`src/rtl/lbzi_pkg.sv`:
```
// shared constants for the lorentz boost and interval pipeline
// no dependencies
`timescale 1ns / 1ps

package lbzi_pkg;

  localparam int COMP_WIDTH_DEF = 24;          // component width, Q(W-16).16
  localparam int VEL_W          = 16;          // velocity width, Q1.15
  localparam int VEL_FRAC       = 15;          // velocity fraction bits
  localparam int DSQ_W          = 31;          // 1 - v^2 in Q1.30
  localparam int ROOT_W         = 32;          // sqrt(1 - v^2) in Q1.31
  localparam int RAD_W          = 2 * ROOT_W;  // radicand of the gamma root
  localparam int GAMMA_W        = 31;          // gamma in Q9.22
  localparam int GAMMA_FRAC     = 22;
  localparam int GAMMA_EXP      = 53;          // gamma = 2^53 / root

  localparam logic signed [VEL_W-1:0] VEL_MIN   = {1'b1, {(VEL_W-1){1'b0}}};
  localparam logic signed [VEL_W-1:0] VEL_CLAMP = {1'b1, {(VEL_W-2){1'b0}}, 1'b1};

endpackage

```
`src/rtl/lbzi_div_pipe.sv`:
```
// pipelined restoring divider forming gamma = 2^53 / root, one bit per stage
// depends on lbzi_pkg
`timescale 1ns / 1ps

module lbzi_div_pipe (
  input  logic                          clk,
  input  logic                          en,
  input  logic [lbzi_pkg::ROOT_W-1:0]   divisor,
  output logic [lbzi_pkg::GAMMA_W-1:0]  gamma
);
  import lbzi_pkg::*;

  localparam int R_W = ROOT_W + 1;
  // dividend bits above the quotient field; below it the dividend is all zero
  localparam logic [R_W-1:0] R_INIT = R_W'(64'd1 << (GAMMA_EXP - GAMMA_W));

  logic [R_W-1:0]     rem_q [GAMMA_W];
  logic [GAMMA_W-1:0] quo_q [GAMMA_W];
  logic [ROOT_W-1:0]  dvs_q [GAMMA_W];

  for (genvar k = 0; k < GAMMA_W; k++) begin : g_stage
    logic [R_W-1:0]     rem_i;
    logic [GAMMA_W-1:0] quo_i;
    logic [ROOT_W-1:0]  dvs_i;
    logic [R_W-1:0]     cur;
    logic               ge;

    if (k == 0) begin : g_first
      assign rem_i = R_INIT;
      assign quo_i = '0;
      assign dvs_i = divisor;
    end else begin : g_rest
      assign rem_i = rem_q[k-1];
      assign quo_i = quo_q[k-1];
      assign dvs_i = dvs_q[k-1];
    end

    assign cur = {rem_i[R_W-2:0], 1'b0};
    assign ge  = (cur >= {1'b0, dvs_i});

    always_ff @(posedge clk) begin
      if (en) begin
        rem_q[k] <= ge ? (cur - {1'b0, dvs_i}) : cur;
        quo_q[k] <= {quo_i[GAMMA_W-2:0], ge};
        dvs_q[k] <= dvs_i;
      end
    end
  end

  assign gamma = quo_q[GAMMA_W-1];

endmodule

```
`config.mk`:
```
export PLATFORM = sky130hd
export DESIGN_NAME = lbzi_div_pipe
export DESIGN_NICKNAME = d
export VERILOG_FILES = /design/src/rtl/lbzi_pkg.sv /design/src/rtl/lbzi_div_pipe.sv
export SDC_FILE = /design/constraint.sdc
export NUM_CORES = 2
export LEC_CHECK = 0
export BUFFER_PORTS_ARGS = -buffer_cell sky130_fd_sc_hd__buf_2
export CORE_AREA = 5 5 488 490
export CTS_CLUSTER_SIZE = 8
export DETAILED_ROUTE_END_ITERATION = 6
export DIE_AREA = 0 0 493 495
export MAX_ROUTING_LAYER = met4
export PLACE_DENSITY = 0.82
export SLEW_MARGIN = 0
export SYNTH_ARGS = -nofsm -noshare
export SYNTH_HDL_FRONTEND = slang
export SYNTH_SLANG_ARGS = --single-unit
export TNS_END_PERCENT = 100
```
`constraint.sdc`:
```
create_clock -name clk -period 3.8 [get_ports clk]
set_input_delay 0.76 -clock clk [delete_from_list [all_inputs] [get_ports clk]]
set_output_delay 0.76 -clock clk [all_outputs]
set_load 0.02 [all_outputs]
```
==> metrics <==
status=finished, violations left; failing checks=design-rule violations; # Max-Cap Violations=0; min Tclk post-route=3.70 ns; Die Y=495 um; TritonRoute pass-1 iters=7; sw frac=37.0%; Post-synth EDFFs=2,416; initial antenna violation count=3; Worst Skew=0.0985 ns; clk sinks=2,416; Post-Syn Area=134,000 um2; Clock power frac=19.7%; cell family with most CP delay=compound AO/OA/AOI/OAI gates; TritonCTS Buffers=354; largest net degree at the start of global routing=134; Syn Inst Count=11,480; clock transition at the registers of the reported paths=0.05 ns; Hold Path Class=in2reg; fraction of registers with async set/reset=0%; data required time of the worst path=4.48 ns; library cells used by synthesis=97; Flop pwr share=32.5%; Syn. warnings=0; Worst slew margin=46.5%; data arrival time of the worst path=4.38 ns; CTS H-Tree Depth=5; share of cells above drive strength 1=12.5%; worst-case clock buffer depth=4; CP peak stage delay=0.42 ns; Top cell by count, worst path=a21o_1; vias in the first global route=91,412; DRC viols=2; final hold slack=0.0695 ns; combinational power share=47.8%; Root Buffer=clkbuf_16; fin worst setup slack=0.101 ns; Routed WL=326,000 um; power consumption=138,000 uW; crit path max fanout=6; switching pwr=50,900 uW; via count=91,454; setup violators final=0; Internal=86,600 uW; ANT nets after route=0; Layout area overhead=12.5%; worst slack at placement=-0.145 ns; post-synthesis register bit count=2,416; Leak=0.0623 uW; CP bufs+invs=2; final hold vios=0; die width=493 um; Skew-Pair Late Insertion Delay=0.97 ns; Crit. End Element=register; unrepaired setup endpoints after global routing=yes; Max Clk Rate=270 MHz; IO Port Bufs=64; post-route clock period utilization=97.4%; Final #Nets=13,078; Setup CP Type=reg2reg; post-layout utilization of the core=64.6%; total grt overflow=0; crit-path cells=ha_4 -> a21o_1 -> a21o_1 -> o211ai_2 -> a31oi_2 -> a211o_2 -> a211o_1 -> a21o_1 -> a311o_2 -> a41oi_4 -> buf_6 -> clkbuf_16 -> mux2_4; Site Rows=178; syn_area_per_cell=11.7 um2; ys flop type=edfxtp_1; DIE AREA=244,000 um2; I/O pins=65; crit start category=register; Slew Limit Fails=0; syn_nets=12,503; initial DRC count=7,540; wire length per cell=21.5 um; GPL Wtd Cong=0.968; sequential fraction of the synthesis area=54.0%; via density per instance=6.04; slowest CP cell=edfxtp_1; Least-Margin Pin Slew=0.797 ns; Peak VDD IR=509 uV; GR Util All Layers=26.9%; first-pass GRT wire length=506,000 um; DP HPWL=241,000 um; Power Dens Cells=911 nW/um2; CTS tree=done; Initial Utilization=57.5%; area of the core=234,000 um2
==> synth_stat cells, types with 142 or more instances <==
master / count / share of area (%)
nand3_1: 179 / 0.67
nor2b_1: 142 / 0.66
nor3_1: 147 / 0.55
edfxtp_1: 2416 / 54
mux2_2: 491 / 4.1
a21o_1: 534 / 3.0
o21a_1: 153 / 0.86
nand2_1: 644 / 1.8
clkbuf_1: 166 / 0.46
xnor2_1: 480 / 3.1
a21oi_1: 838 / 3.1
inv_1: 1205 / 3.4
ha_1: 960 / 8.9
xor2_1: 297 / 1.9
o21ai_0: 633 / 2.4
nor2_1: 586 / 1.6
==> placed cells by master, fill, tap and decap left out, types with 178 or more instances in the layout <==
cell type,instances
clkbuf_16,366
nand3_1,178
mux2_2,491
edfxtp_1,2416
buf_4,304
nor2_1,585
a21o_1,533
xnor2_1,480
nand2_1,643
a21oi_1,826
inv_1,1204
ha_1,956
xor2_1,297
o21ai_0,617
==> power by group through the flow <==
| stage | clock network, uW | logic [uW] | registers, uW |
|---|---|---|---|
| global placement | 0 | 61900 | 45100 |
| CTS | 27700 | 64200 | 44800 |
| floorplan | 0 | 47400 | 42300 |
| global route | 28900 | 72100 | 45200 |
| finish | 27100 | 65700 | 44700 |
| detailed placement | 0 | 63300 | 45200 |
==> logic make-up after synthesis <==
| logic type | after synthesis | share of synthesized area (%) |
|---|---|---|
| DFF | 2416 | 54.0 |
| xor gates and xnor gates | 777 | 5.07 |
| muxes | 553 | 4.68 |
| AOI/OAI and AO/OA | 2986 | 14.3 |
| buffers and inverters | 1441 | 4.14 |
| adders and majority gates | 989 | 9.38 |
| and+or+nand+nor | 2318 | 8.34 |
==> path summary, 6_finish.rpt <==
| kind | depth (start not counted) | to | slack (ns) | from |
|---|---|---|---|---|
| min | 1 | dvs_q[0][27]$_DFFE_PP_ | 0.07 | divisor[27] |
| max | 13 | rem_q[4][48]$_DFFE_PP_ | 0.10 | rem_q[4][2]$_DFFE_PP_ |
| min reg2reg | 0 | quo_q[3][1]$_DFFE_PP_ | 0.37 | quo_q[2][31]$_DFFE_PP_ |
| max reg2reg | 13 | rem_q[4][48]$_DFFE_PP_ | 0.10 | rem_q[4][2]$_DFFE_PP_ |
==> metrics by stage <==
step	std cells	area, um2	TNS [ns]
floorplan	11480	134000	0
global placement	14711	141000	-0.681
detailed placement	14711	141000	-4.02
CTS	15117	150000	-0.320
global route	15151	151000	-0.243
finish	15151	151000	0
==> repair_timing <==
action | CTS | global route
pin swaps | 1 | 24
endpoints found under the hold margin | 12 | 0
cloned | 2 | 9
resized for setup | 12 | 98
setup endpoints to repair | 115 | 596
hold buffers | 12 | 0
setup buffers | 3 | 22
==> registers in the layout (all words and copies together), names as in the netlist <==
signal  flops
dvs_q     960
quo_q     496
rem_q     960
==> per-layer routing <==
layer	vias up	routed length, um	global-route usage, %
met5	-	0	-
met4	0	12100	9.28
met3	828	15300	3.13
met2	2825	167000	47.1
met1	44368	132000	32.3
li1	43433	-	-
==> area by class of cell <==
cell class                      instances  area (um2)
Multi-Input combinational cell       7625       56800
Sequential cell                      2416       72500
Clock inverter                         15         141
Clock buffer                          374        9020
Tap cell                             3060        3830
Timing Repair Buffer                  452        4190
Antenna cell                            3        7.51
Inverter                             1206        4530
Fill cell                           17438       82600
(Power assumes the default switching activity.)
