`src/rtl/lbzi_sqrt_pipe.sv`:
```
// pipelined restoring integer square root, one root bit per stage
// no dependencies
`timescale 1ns / 1ps

module lbzi_sqrt_pipe #(
  parameter int IN_W = 64
) (
  input  logic              clk,
  input  logic              en,
  input  logic [IN_W-1:0]   radicand,
  output logic [IN_W/2-1:0] root
);

  localparam int OUT_W = IN_W / 2;
  localparam int REM_W = OUT_W + 2;

  logic [REM_W-1:0] rem_q  [OUT_W];
  logic [OUT_W-1:0] root_q [OUT_W];
  logic [IN_W-1:0]  rad_q  [OUT_W];

  for (genvar k = 0; k < OUT_W; k++) begin : g_stage
    logic [REM_W-1:0] rem_i;
    logic [OUT_W-1:0] root_i;
    logic [IN_W-1:0]  rad_i;
    logic [REM_W-1:0] cur;
    logic [REM_W-1:0] trial;
    logic             ge;

    if (k == 0) begin : g_first
      assign rem_i  = '0;
      assign root_i = '0;
      assign rad_i  = radicand;
    end else begin : g_rest
      assign rem_i  = rem_q[k-1];
      assign root_i = root_q[k-1];
      assign rad_i  = rad_q[k-1];
    end

    // bring down the next two radicand bits and try root*4+1
    assign cur   = {rem_i[OUT_W-1:0], rad_i[IN_W-1 -: 2]};
    assign trial = {root_i, 2'b01};
    assign ge    = (cur >= trial);

    always_ff @(posedge clk) begin
      if (en) begin
        rem_q[k]  <= ge ? (cur - trial) : cur;
        root_q[k] <= {root_i[OUT_W-2:0], ge};
        rad_q[k]  <= {rad_i[IN_W-3:0], 2'b00};
      end
    end
  end

  assign root = root_q[OUT_W-1];

endmodule

```
`config.mk`:
```
export PLATFORM = sky130hd
export DESIGN_NAME = lbzi_sqrt_pipe
export DESIGN_NICKNAME = d
export VERILOG_FILES = /design/src/rtl/lbzi_sqrt_pipe.sv
export SDC_FILE = /design/constraint.sdc
export NUM_CORES = 2
export LEC_CHECK = 0
export BUFFER_PORTS_ARGS = -buffer_cell sky130_fd_sc_hd__buf_4
export CAP_MARGIN = 20
export CORE_MARGIN = 2
export CORE_UTILIZATION = 55
export DETAILED_ROUTE_END_ITERATION = 7
export HOLD_SLACK_MARGIN = 0.05
export PLACE_DENSITY = 0.71
export SLEW_MARGIN = 0
export SYNTH_ARGS = -nofsm -noshare
export SYNTH_HDL_FRONTEND = slang
export SYNTH_MEMORY_MAX_BITS = 65536
export SYNTH_SLANG_ARGS = --single-unit
```
`constraint.sdc`:
```
create_clock -name clk -period 8.99 [get_ports clk]
set_input_delay 1.798 -clock clk [delete_from_list [all_inputs] [get_ports clk]]
set_output_delay 1.798 -clock clk [all_outputs]
set_load 0.02 [all_outputs]
```
==> run summary <==
Post-Syn Area -> 114000 um^2
Routed wire length -> 223 mm
Min-delay src -> rad_q[10][49]
Power share of the clock group -> 32.1%
Final Skew -> 0.0458 ns
Die H -> 459 um
Slew HR -> 25.2%
Routed length per instance -> 18.7 um
Yosys top cell area share -> 64.9%
Root Buffer -> clkbuf_16
Post-CTS sizing -> 0
Pwr dens -> 261 nW/um^2
Synth area leaders -> edfxtp_1 65%, ha_1 6.2%, xnor2_1 3.1%
Int Pwr -> 23.8 mW
Hold/Removal Path Class -> flip-flop to flip-flop
Cell repeated most along the worst path -> a21oi_1
Cts bufs inserted -> 274
Setup Viol. Count Final -> 0
Antenna Cells -> 0
Worst Setup End Kind -> flip-flop
Fin Hold WS -> 0.394 ns
NetSw -> 9.20 mW
CTS tree -> done
WHS Path Cells -> 0
Total power draw -> 33.0 mW
Ys Warns -> 0
Post-Synthesis Cells -> 8782
Data required, critical path -> 9.61 ns
Core Area -> 207000 um^2
IO buf count -> 97
Post-synthesis register bit count -> 2465
Initial antenna violation count -> 0
Part of the Yosys area used for sequential elements -> 64.9%
Drt pass-1 iters -> 6
Clock Tree Buf Depth -> 4
First-pass GRT wire length -> 355 mm
# H-tree levels -> 5
Via density -> 5.68
Clock-pin slew on the worst setup and hold paths -> 0.06 ns
Crit-path max FO -> 47
Max Cap Viol -> 0
Sw Share -> 27.9%
Layout Cells excl Fill -> 11900
Die W -> 459 um
Crit path launch type -> flip-flop
Antenna Nets Post-Route -> 0
Setup Buffers After CTS -> 0
CP Class -> flip-flop to flip-flop
DP Cell Count -> 11500
Period minus WS final -> 4.36 ns
Status -> complete, no violations
FMAX -> 0.230 GHz
RSZ-0062 raised after global routing -> false
Final Hold Fails -> 0
Fin nets -> 9659
Post-DP HPWL -> 158 mm
Layout cells sized above 1 -> 7.27%
R2R setup slack -> 4.63 ns
Die area -> 211000 um^2
Post-synth EDFFs -> 2465
Final setup TNS -> 0 ns
P&R area growth vs syn -> 10.9%
CP arrival -> 4.98 ns
Vias in the first global route -> 66900
Worst-margin pin slew -> 1.12 ns
Ys async rst share -> 0%
Hold Buf Count CTS -> 0
Vias post-DR -> 67700
Syn_nets -> 9409
Worst-Skew Late Latency -> 0.92 ns
GRT Resource Usage Total -> 21.0%
Detailed router's first-iteration violation count -> 5433
# IOs -> 98
Hold endpoint -> rad_q[11][51]
Slowest CP cell -> o21ba_2
Total global routing overflow -> 0
Combinational Power Share -> 20.6%
Clock sink count -> 2465
Worst R2R End -> rem_q[20][8]
FP Rows -> 167
CP peak stage delay -> 0.82 ns
Filler Cells Inserted -> 15600
Leakage -> 48.4 nW
R2r worst-path depth -> 10
Final Cycle Share -> 48.5%
RR Startpoint -> rem_q[19][0]
Crit path cell chain -> ha_1 > nor2b_1 > o31a_1 > o311ai_1 > a21oi_1 > a211oi_1 > o21bai_1 > a21oi_1 > o21ba_2 > mux2_2
RePlAce Congestion -> 0.910
Max-slew violation count -> 0
Initial Util -> 55.2%
Primary FF master, synth -> edfxtp_1
Synth unique cells -> 90
Peak VDD IR -> 0.215 mV
Sequential share of power -> 47.3%
Largest net degree at the start of global routing -> 193
Synth Area per Inst -> 13.0 um^2
Area leader, netlist -> edfxtp_1
Residual DRC count -> 0
[cell type report]
class	instances	area (um^2)	area share (%)
clock buffer	328	7100	5.61
clock inverter	124	1310	1.04
inverter	705	2650	2.09
multi-input combinational	5441	36800	29.1
sequential	2465	74000	58.5
tap	2704	3380	2.67
timing repair buffer	145	1290	1.02
[cell usage after synthesis (11+ instances only)]
master,number
edfxtp_1,2465
buf_1,12
o21a_1,96
a211o_1,16
a21o_1,230
o31ai_1,46
or4_1,47
nor4b_1,11
a211oi_1,47
nor3b_1,14
nor4_1,108
o21ai_0,523
nand3b_1,27
clkbuf_1,140
o21bai_1,47
buf_2,14
and3_1,38
a31oi_1,44
a21boi_0,20
a31o_2,19
a21oi_1,517
ha_1,561
xor2_1,393
and2_1,26
o211ai_1,28
xnor2_1,398
nor2_1,492
nand4_1,93
nand3_1,136
nand2_1,663
a221o_1,11
o41ai_1,13
a2111oi_0,13
nor2b_1,96
o31a_1,15
or2_2,38
mux2_2,70
or3_1,72
nor3_1,206
nand2b_1,99
inv_1,705
[worst max path at each step]
stage | startpoint | to | slack (ns)
detailed placement | rem_q[19][0] | rem_q[20][18] | 4.65
finish | rem_q[19][0] | rem_q[20][8] | 4.63
global route | rem_q[19][0] | rem_q[20][31] | 4.32
CTS | rem_q[19][0] | rem_q[20][8] | 4.63
floorplan | rem_q[19][5] | rem_q[20][18] | 5.46
global placement | rem_q[19][0] | rem_q[20][8] | 4.76
[power by group through the flow]
stage	combinational (mW)	clock, mW	sequential (mW)
floorplan	5.04	0	15.4
CTS	6.78	10.9	15.6
global placement	6.58	0	15.8
finish	6.80	10.6	15.6
detailed placement	6.72	0	15.8
global route	7.61	11.3	15.8
[layer usage]
metal  up-vias  share of wire [%]  track usage (%)
met2      1612                 50             36.2
met1     32700                 43             27.2
li1      32900                  -                -
met3       444                4.6             3.19
met4         0                3.2             7.34
met5         -                  0                0
[flip-flops by register name (all words and copies together) (netlist names)]
name,count
rem_q,945
root_q,528
rad_q,992
[layout by cell type (no fill, tap or decap), types with 16 or more instances in the layout]
cell type  netlist  final
edfxtp_1      2465   2465
inv_1          705    705
nand2_1        663    663
ha_1           561    561
o21ai_0        523    523
a21oi_1        517    513
nor2_1         492    491
xnor2_1        398    398
xor2_1         393    393
clkbuf_16        0    276
a21o_1         230    230
nor3_1         206    206
nand3_1        136    136
buf_4            3    126
nor4_1         108    108
nand2b_1        99     99
nor2b_1         96     96
o21a_1          96     96
nand4_1         93     93
or3_1           72     72
mux2_2          70     70
clkbuf_1       140     52
or4_1           47     47
o21bai_1        47     47
a211oi_1        47     46
o31ai_1         46     46
a31oi_1         44     44
clkinv_1         0     42
and3_1          38     38
or2_2           38     38
clkinv_2         0     35
o211ai_1        28     28
nand3b_1        27     27
bufinv_16        0     27
and2_1          26     26
a31o_2          19     19
a21boi_0        20     19
a211o_1         16     16
[kinds of logic (layout without fill, tap and decap cells)]
| kind of cell | count (synthesis) | count (layout) | synth area share, % |
|---|---|---|---|
| AO/OA/AOI/OAI | 1788 | 1788 | 9.66 |
| XOR/XNOR | 791 | 791 | 6.07 |
| adder cells (fa/ha/maj) | 561 | 561 | 6.15 |
| buffers and inverters | 876 | 1302 | 2.91 |
| flip-flops | 2465 | 2465 | 64.9 |
| multiplexers | 81 | 81 | 0.788 |
| other | 1 | 1 | 0.00329 |
| AND/OR/NAND/NOR | 2219 | 2219 | 9.53 |
[critical path, delay by kind of cell, from the launching register on]
family	cells	cell delay, ns
mux	1	0.41
fa+ha+maj	1	0.39
simple gates	1	0.18
flops	1	0.39
compound gates	7	2.70
[stage by stage]
stage / utilization (%) / setup WS, ns / area, um^2
final: 61.3 / 4.63 / 127000
after global routing: 61.3 / 4.32 / 127000
after CTS: 61.3 / 4.63 / 127000
after detailed placement: 57.2 / 4.65 / 118000
after global placement: 57.2 / 4.76 / 118000
after floorplan: - / 5.46 / 114000
(Power assumes the default switching activity.)
